**config.mk**
```make
export PLATFORM = sky130hd
export DESIGN_NAME = plbu_front
export DESIGN_NICKNAME = d
export VERILOG_FILES = /design/src/rtl/price_level_book_update_core_defines.svh /design/src/rtl/plbu_pkg.sv /design/src/rtl/plbu_front.sv
export SDC_FILE = /design/constraint.sdc
export NUM_CORES = 1
export LEC_CHECK = 0
export BUFFER_PORTS_ARGS = -buffer_cell sky130_fd_sc_hd__buf_2
export CORE_AREA = 2 2 126 128
export CTS_CLUSTER_SIZE = 12
export DETAILED_ROUTE_END_ITERATION = 8
export DIE_AREA = 0 0 128 130
export GPL_TIMING_DRIVEN = 0
export HOLD_SLACK_MARGIN = 0.03
export PLACE_DENSITY_LB_ADDON = 0.1
export SLEW_MARGIN = 40
export SYNTH_ARGS = -nofsm -noshare
export SYNTH_HDL_FRONTEND = slang
export SYNTH_SLANG_ARGS = --single-unit
```
**constraint.sdc**
```tcl
create_clock -name aclk -period 6.3 [get_ports aclk]
set_input_delay 1.26 -clock aclk [delete_from_list [all_inputs] [get_ports aclk]]
set_output_delay 1.26 -clock aclk [all_outputs]
set_load 0.02 [all_outputs]
```
**src/rtl/price_level_book_update_core_defines.svh**
```systemverilog
// Assertion macros for the price level book core.
`ifndef PRICE_LEVEL_BOOK_UPDATE_CORE_DEFINES_SVH
`define PRICE_LEVEL_BOOK_UPDATE_CORE_DEFINES_SVH
`ifndef SYNTHESIS
`define PLBU_CHECK(lbl, ante, cons, msg) \
    lbl: assert property (@(posedge aclk) disable iff (!aresetn) (ante) |-> (cons)) \
        else $error(msg);
`define PLBU_CHECK_NEXT(lbl, ante, cons, msg) \
    lbl: assert property (@(posedge aclk) disable iff (!aresetn) (ante) |=> (cons)) \
        else $error(msg);
`else
`define PLBU_CHECK(lbl, ante, cons, msg)
`define PLBU_CHECK_NEXT(lbl, ante, cons, msg)
`endif
`endif

```
**src/rtl/plbu_pkg.sv**
```systemverilog
`timescale 1ns / 1ps
package plbu_pkg;
    localparam logic [1:0] OP_SET   = 2'd0;
    localparam logic [1:0] OP_DEL   = 2'd1;
    localparam logic [1:0] OP_CLEAR = 2'd2;
    localparam logic [2:0] ET_LAST  = 3'd3;

    localparam logic [2:0] OUT_UPDATED    = 3'd0;
    localparam logic [2:0] OUT_INSERTED   = 3'd1;
    localparam logic [2:0] OUT_REMOVED    = 3'd2;
    localparam logic [2:0] OUT_BAD_DELETE = 3'd3;
    localparam logic [2:0] OUT_FULL       = 3'd4;
    localparam logic [2:0] OUT_IGNORED    = 3'd5;
    localparam logic [2:0] OUT_CLEARED    = 3'd6;

    typedef enum logic [1:0] {
        K_SET, K_DEL, K_CLEAR, K_IGNORE
    } kind_t;

    typedef struct packed {
        kind_t      kind;
        logic [1:0] et;
    } cmd_t;
endpackage

```
**src/rtl/plbu_front.sv**
```systemverilog
`timescale 1ns / 1ps
module plbu_front #(
    parameter int PRICE_BITS = 32,
    parameter int QTY_BITS   = 32
) (
    input  logic                  aclk,
    input  logic                  aresetn,
    input  logic                  in_valid,
    output logic                  in_ready,
    input  logic [1:0]            in_op,
    input  logic [2:0]            in_et,
    input  logic [31:0]           in_price,
    input  logic [31:0]           in_qty,
    output logic                  q_valid,
    input  logic                  q_ready,
    output plbu_pkg::cmd_t        q_cmd,
    output logic [PRICE_BITS-1:0] q_price,
    output logic [QTY_BITS-1:0]   q_qty
);
    import plbu_pkg::*;

    cmd_t                  cmd_mem   [2];
    logic [PRICE_BITS-1:0] price_mem [2];
    logic [QTY_BITS-1:0]   qty_mem   [2];
    logic                  wr_ptr_reg, rd_ptr_reg;
    logic [1:0]            count_reg;
    cmd_t                  cls;
    logic [63:0]           price_ext, qty_ext;
    logic                  push, pop;

    // classify the request
    always_comb begin
        cls.et = in_et[1:0];
        if (in_op == OP_CLEAR) begin
            cls.kind = K_CLEAR;
        end else if ((in_op == OP_SET || in_op == OP_DEL) && in_et <= ET_LAST) begin
            cls.kind = (in_op == OP_DEL) ? K_DEL : K_SET;
        end else begin
            cls.kind = K_IGNORE;
        end
    end

    assign price_ext = {32'd0, in_price};
    assign qty_ext   = {32'd0, in_qty};
    assign in_ready  = (count_reg != 2'd2);
    assign push      = in_valid && in_ready;
    assign q_valid   = (count_reg != 2'd0);
    assign pop       = q_valid && q_ready;
    assign q_cmd     = cmd_mem[rd_ptr_reg];
    assign q_price   = price_mem[rd_ptr_reg];
    assign q_qty     = qty_mem[rd_ptr_reg];

    always_ff @(posedge aclk) begin
        if (push) begin
            cmd_mem[wr_ptr_reg]   <= cls;
            price_mem[wr_ptr_reg] <= price_ext[PRICE_BITS-1:0];
            qty_mem[wr_ptr_reg]   <= qty_ext[QTY_BITS-1:0];
        end
        if (!aresetn) begin
            wr_ptr_reg <= 1'b0;
            rd_ptr_reg <= 1'b0;
            count_reg  <= 2'd0;
        end else begin
            if (push) wr_ptr_reg <= !wr_ptr_reg;
            if (pop)  rd_ptr_reg <= !rd_ptr_reg;
            count_reg <= count_reg + {1'b0, push} - {1'b0, pop};
        end
    end
endmodule

```
==> results of run 1 <==
[metrics by stage]
stage / worst slack (ns) / cells / hold WS [ns] / instance area [um^2] / TNS [ns]
6_report: 3.40 / 611 / 0.545 / 6900 / 0
5_1_grt: 3.29 / 611 / 0.579 / 6900 / 0
4_1_cts: 3.34 / 611 / 0.533 / 6900 / 0
3_5_place_dp: 3.54 / 579 / 0.525 / 6320 / 0
3_3_place_gp: -0.525 / 573 / 0.466 / 6200 / -35.41
2_1_floorplan: 1.60 / 239 / 0.455 / 5250 / 0
[worst max-delay path, delay by kind of cell (launching register included)]
family                 cells  cell delay [ns]
buffers and inverters      4             0.61
muxes                      1             0.31
DFF                        1             0.32
[cell type report]
cell class                 instances  area share (%)
sequential                       141            60.7
multi-input combinational         88            14.5
timing repair buffer             148            11.9
clock buffer                      22            6.58
tap                              192            3.48
clock inverter                    10            1.72
buffer                             8            1.05
inverter                           2           0.109
[cells by family (layout without fill, tap and decap cells)]
group,Yosys count,count (layout)
DFF,141,141
muxes,69,69
and+or+nand+nor,12,12
buffers and inverters,10,190
xor gates and xnor gates,3,3
adders and majority gates,2,2
AOI/OAI and AO/OA,2,2
[metal layers]
layer  share of wire, %  up-vias  global-route usage [%]  routed length (um)
met3                8.0        8                    5.95                 756
met4                1.3        0                    5.43                 123
met1                 41     1320                    13.4                3820
li1                   -     1271                       -                   -
met5                  0        -                       0                   0
met2                 50       89                    18.7                4700
[synth_stat cells]
master    instances  area (um^2)
mux2_2           48          541
nor2_1            1         3.75
xnor2_1           3         26.3
nand2b_1          2         12.5
buf_8             2         30.0
ha_1              2         25.0
and2_1            2         12.5
dfxtp_1           5          100
buf_6             2         22.5
nor2b_1           2         12.5
and3_1            1         6.26
inv_1             2         7.51
edfxtp_1        136         4080
mux2_4           20          300
a21o_1            1         7.51
nand2_1           2         7.51
o21a_1            1         7.51
buf_2             4         20.0
mux2i_1           1         10.0
or2_2             2         12.5
[where the power goes]
part           leakage (nW)  switching (mW)  total, mW  internal [mW]
Clock                 0.270           0.361      0.954          0.593
Sequential             1.31          0.0302       1.21           1.18
Combinational          1.05           0.435      0.778          0.342
Total                  2.63           0.826       2.94           2.11
[final timing paths]
check	endpoint	slack, ns	depth (start not counted)
min	wr_ptr_reg	0.54	2
max reg2reg	qty_mem[0][15]	4.41	5
min reg2reg	wr_ptr_reg	0.54	2
max	q_qty[9]	3.40	5
==> qor.yml, run 1 <==
drt:
  vias: 2688
  firstDrtPassIters: 3
  ant_nets: 0
  drtIter0Drc: 101
  drc: 0
  wl_per_cell_um: 15.4
  wl_mm: 9.41
  routed_via_density: 4.40
finish:
  regArea_um2: 4180
  fillers: 1418
  final_util_pct: 44.7
  reg_top3: "price_mem x64, qty_mem x64, cmd_mem x8"
  area_growth_pct: 31.4
  most-common-layout-cells: "buf_2 (146), edfxtp_1 (136), mux2_2 (48)"
  nNetsFinal: 481
  final_common_cell: "buf_2"
  antenna-diode-count: 0
  multi_input_area_um2: 997
  drive_gt1_share_pct: 61.1
synthesis:
  syn_nets: 314
  synthAdderAreaFrac_pct: 0.477
  synthesis.instances: 239
  synth_area_um2: 5250
  yosysWarningCount: 0
  synth-xor-area-share_pct: 0.501
  syn_avg_cell_area_um2: 22.0
  synth_top_family_by_area: "multiplexers"
  seq_area_frac_synth_pct: 79.7
  synthDistinctLibCells: 20
  yosys-mux-area-fraction_pct: 16.2
  yosys.area_share.simple_pct: 1.29
  ys_ff_latch: 141
  synth_compound_area_share_pct: 0.286
cts:
  cts_resized: 0
  cts_root_buf: "clkbuf_16"
  htree_num_levels: 4
  hold_buffers: 0
  cts_setup_buffers: 0
  clkSinkCount: 141
  tritoncts: "built"
  clk_path_buf_depth: 2
  clkTransAtPathRegs_ns: 0.06
  clkLatencyLatePin_ns: 0.41
  cts_buffers: 17
worst_setup_path:
  critPathKind: "flip-flop to output port"
  r2r-start: "count_reg[0]"
  critPathMaxFanout: 10
  crit_arrival_ns: 1.64
  cp_cell_sequence: "buf_6, buf_6, buf_8, mux2_4, buf_2"
  startpoint_type: "flip-flop"
  cp.required_ns: 5.04
  cpPeakStageDelay_ns: 0.32
  timing.critical_path.mode_cell: "buf_6"
  end_kind: "output port"
  slowest_stage: "dfxtp_1"
timing:
  period_share_pct: 46.1
  hold_violations: 0
  rsz0062_at_grt: "no"
  slew-limit-headroom_pct: 62.9
  finalWorstPathRequiredPeriod_ns: 2.90
  final-max-slew-violation-count: 0
  worst_slew_pin_slew_ns: 0.554
  fin_skew_ns: 0.0101
  setup_viol: 0
  max_freq_mhz: 345
grt:
  grt_util_all_layers_pct: 11.8
  antenna_found_initial: 0
  overflow: 0
  grt_start_max_net_pins: 32
  grt_first_pass_wirelength_mm: 14.3
  grt_pass1_vias: 2819
placement:
  hpwl_mm: 6.33
  io_buffers: 142
  place_congestion: 0.685
floorplan:
  initial_core_util_pct: 34.0
  die_h_um: 130
  rows: 46
  die-area_um2: 16600
  core_um2: 15400
  ios: 143
  die_w_um: 128
min_path:
  holdCritPathClass: "flip-flop to flip-flop"
  min-delay-start: "wr_ptr_reg"
flow_run:
  maxCapViolCount: 0
pwr:
  p_per_area_nw_per_um2: 426
  total_leakage_power_nw: 2.63
  power_mw: 2.94
  peakVddDrop_mv: 0.165
status:
  outcome: "finished, final reports clean"
Power figures use the tool's default switching activity.
==> inputs of run 2 (changes only) <==
--- a/config.mk
+++ b/config.mk
@@ -5,6 +5,7 @@
 export SDC_FILE = /design/constraint.sdc
 export NUM_CORES = 1
 export LEC_CHECK = 0
+export ABC_AREA = 1
 export BUFFER_PORTS_ARGS = -buffer_cell sky130_fd_sc_hd__buf_2
 export CORE_AREA = 2 2 126 128
 export CTS_CLUSTER_SIZE = 12
==> constraint.sdc (replaced) <==
create_clock -name aclk -period 3.01 [get_ports aclk]
set_input_delay 0.602 -clock aclk [delete_from_list [all_inputs] [get_ports aclk]]
set_output_delay 0.602 -clock aclk [all_outputs]
set_load 0.02 [all_outputs]
==> qor.yml, run 2 <==
synthesis:
  synthDistinctLibCells: 15
  syn_avg_cell_area_um2: 20.9
  ys.flop_type: "edfxtp_1"
  ys_ff_latch: 141
  async_flop_share_pct: 0
  synthesis.instances: 252
  synth_edf_count: 136
  yosysMostFrequentCell: "edfxtp_1"
  syn_nets: 327
  synth_top_area_share_pct: 77.7
  synth_area_um2: 5260
  seq_area_frac_synth_pct: 79.6
  synth_commonest_cells: "edfxtp_1 (136), mux2_2 (48), mux2_4 (20)"
  synth_area_leaders: "edfxtp_1 (78%), mux2_2 (10%), mux2_4 (5.7%)"
  yosysTopAreaCell: "edfxtp_1"
  yosysWarningCount: 0
finish:
  fillers: 1398
  most-common-layout-cells: "buf_2 (146), edfxtp_1 (136), mux2_2 (48)"
  reg_top3: "price_mem x64, qty_mem x64, cmd_mem x8"
  drive_gt1_share_pct: 58.0
  antenna-diode-count: 0
  final_common_cell: "buf_2"
  nNetsFinal: 493
  area_growth_pct: 30.9
drt:
  ant_nets: 0
  wl_mm: 9.48
  drtIter0Drc: 120
  firstDrtPassIters: 4
  wl_per_cell_um: 15.3
  routed_via_density: 4.52
  vias: 2804
  drc: 0
grt:
  grt_first_pass_wirelength_mm: 14.5
  grt_pass1_vias: 2902
  antenna_found_initial: 2
  grt_util_all_layers_pct: 11.9
  grt_start_max_net_pins: 46
  overflow: 0
floorplan:
  initial_core_util_pct: 34.1
  core_um2: 15400
  die_w_um: 128
  die-area_um2: 16600
  rows: 46
  ios: 143
  die_h_um: 130
timing:
  max_freq_mhz: 444
  rsz0062_at_grt: "no"
  fin_skew_ns: 0.00663
  period_share_pct: 74.9
  hold_violations: 0
  worst_slew_pin_slew_ns: 0.433
  setup_viol: 0
  final.setup.worst_slack_ns: 0.755
  slew-limit-headroom_pct: 71.1
  final-max-slew-violation-count: 0
  finalWorstPathRequiredPeriod_ns: 2.25
cts:
  clk_path_buf_depth: 2
  cts_buffers: 17
  clkTransAtPathRegs_ns: 0.06
  cts_setup_buffers: 0
  cts_resized: 0
  clkLatencyLatePin_ns: 0.41
  htree_num_levels: 4
  hold_buffers: 0
  clkSinkCount: 141
  tritoncts: "built"
  cts_root_buf: "clkbuf_16"
pwr:
  power_mw: 6.15
  total_leakage_power_nw: 2.66
  p_per_area_nw_per_um2: 893
  peakVddDrop_mv: 0.411
worst_setup_path:
  critPathTopFamily: "buffers and inverters"
  crit_arrival_ns: 1.65
  timing.critical_path.mode_cell: "buf_2"
  cpPeakStageDelay_ns: 0.38
  r2r_setup_slack_ns: 1.30
  slowest_stage: "mux2_2"
  worst-path-buf-inv: 3
  cp.required_ns: 2.41
  startpoint_type: "flip-flop"
  critPathKind: "flip-flop to output port"
  end_kind: "output port"
  cp_cell_sequence: "buf_6, buf_2, mux2_2, buf_2"
  critPathMaxFanout: 10
  r2r-start: "count_reg[0]"
flow_run:
  maxCapViolCount: 0
status:
  outcome: "finished, final reports clean"
min_path:
  min-delay-start: "in_qty[3]"
  holdCritPathClass: "input pin to flip-flop"
placement:
  hpwl_mm: 6.28
  place_congestion: 0.692
  pre_cts_ws_ns: 1.13
  io_buffers: 142
run 2: changes by cell type after synthesis, sizes merged, moves of 2 or more:
cell,before,now
a21oi,0,2
nand3,0,3
nand2,2,9
nand2b,2,0
and2,2,0
inv,2,9
nor2,1,8
nor2b,2,0
xnor2,3,0
run 2: cell families (layout without fill, tap and decap cells):
family                   count (synthesis)  count (layout)  synth area share (%)
flip-flops                             141             141                  79.6
AND/OR/NAND/NOR                         21              21                  1.62
AO/OA/AOI/OAI                            3               3                 0.333
buffers and inverters                   17             194                  2.02
adder cells (fa/ha/maj)                  2               2                 0.476
multiplexers                            68              68                  16.0
run 2: cell type report:
| class | instances | area [um^2] | area share, % |
|---|---|---|---|
| sequential | 141 | 4180 | 60.8 |
| multi-input combinational | 94 | 976 | 14.2 |
| timing repair buffer | 147 | 836 | 12.1 |
| clock buffer | 21 | 440 | 6.40 |
| tap | 192 | 240 | 3.49 |
| clock inverter | 9 | 97.6 | 1.42 |
| buffer | 8 | 72.6 | 1.05 |
| inverter | 9 | 38.8 | 0.563 |
run 2: per-layer routing:
layer	track usage (%)	share of wire (%)	up-vias
met5	0	0.23	-
met4	6.21	1.9	4
met3	5.08	7.0	16
met2	18.5	47	95
met1	14.1	44	1377
li1	-	-	1312
run 2: power breakdown:
group	internal (mW)	switching, mW
logic	0.714	0.952
clock network	1.20	0.731
registers	2.49	0.0645
total	4.40	1.75
run 2: through the flow:
step	cell area (um^2)	hold WS (ns)	TNS, ns	instances	util, %
after global routing	6890	0.349	0	621	44.6
after global placement	6210	0.489	-116.55	586	40.3
after detailed placement	6350	0.498	0	591	41.2
after CTS	6890	0.358	0	621	44.6
final	6890	0.378	0	621	44.6
after floorplan	5260	0.467	0	252	-
run 2: worst paths after layout:
check              endpoint  cells past startpoint
min           qty_mem[1][3]                      1
max              q_price[6]                      4
max reg2reg  qty_mem[0][25]                      6
min reg2reg       flip-flop                      2
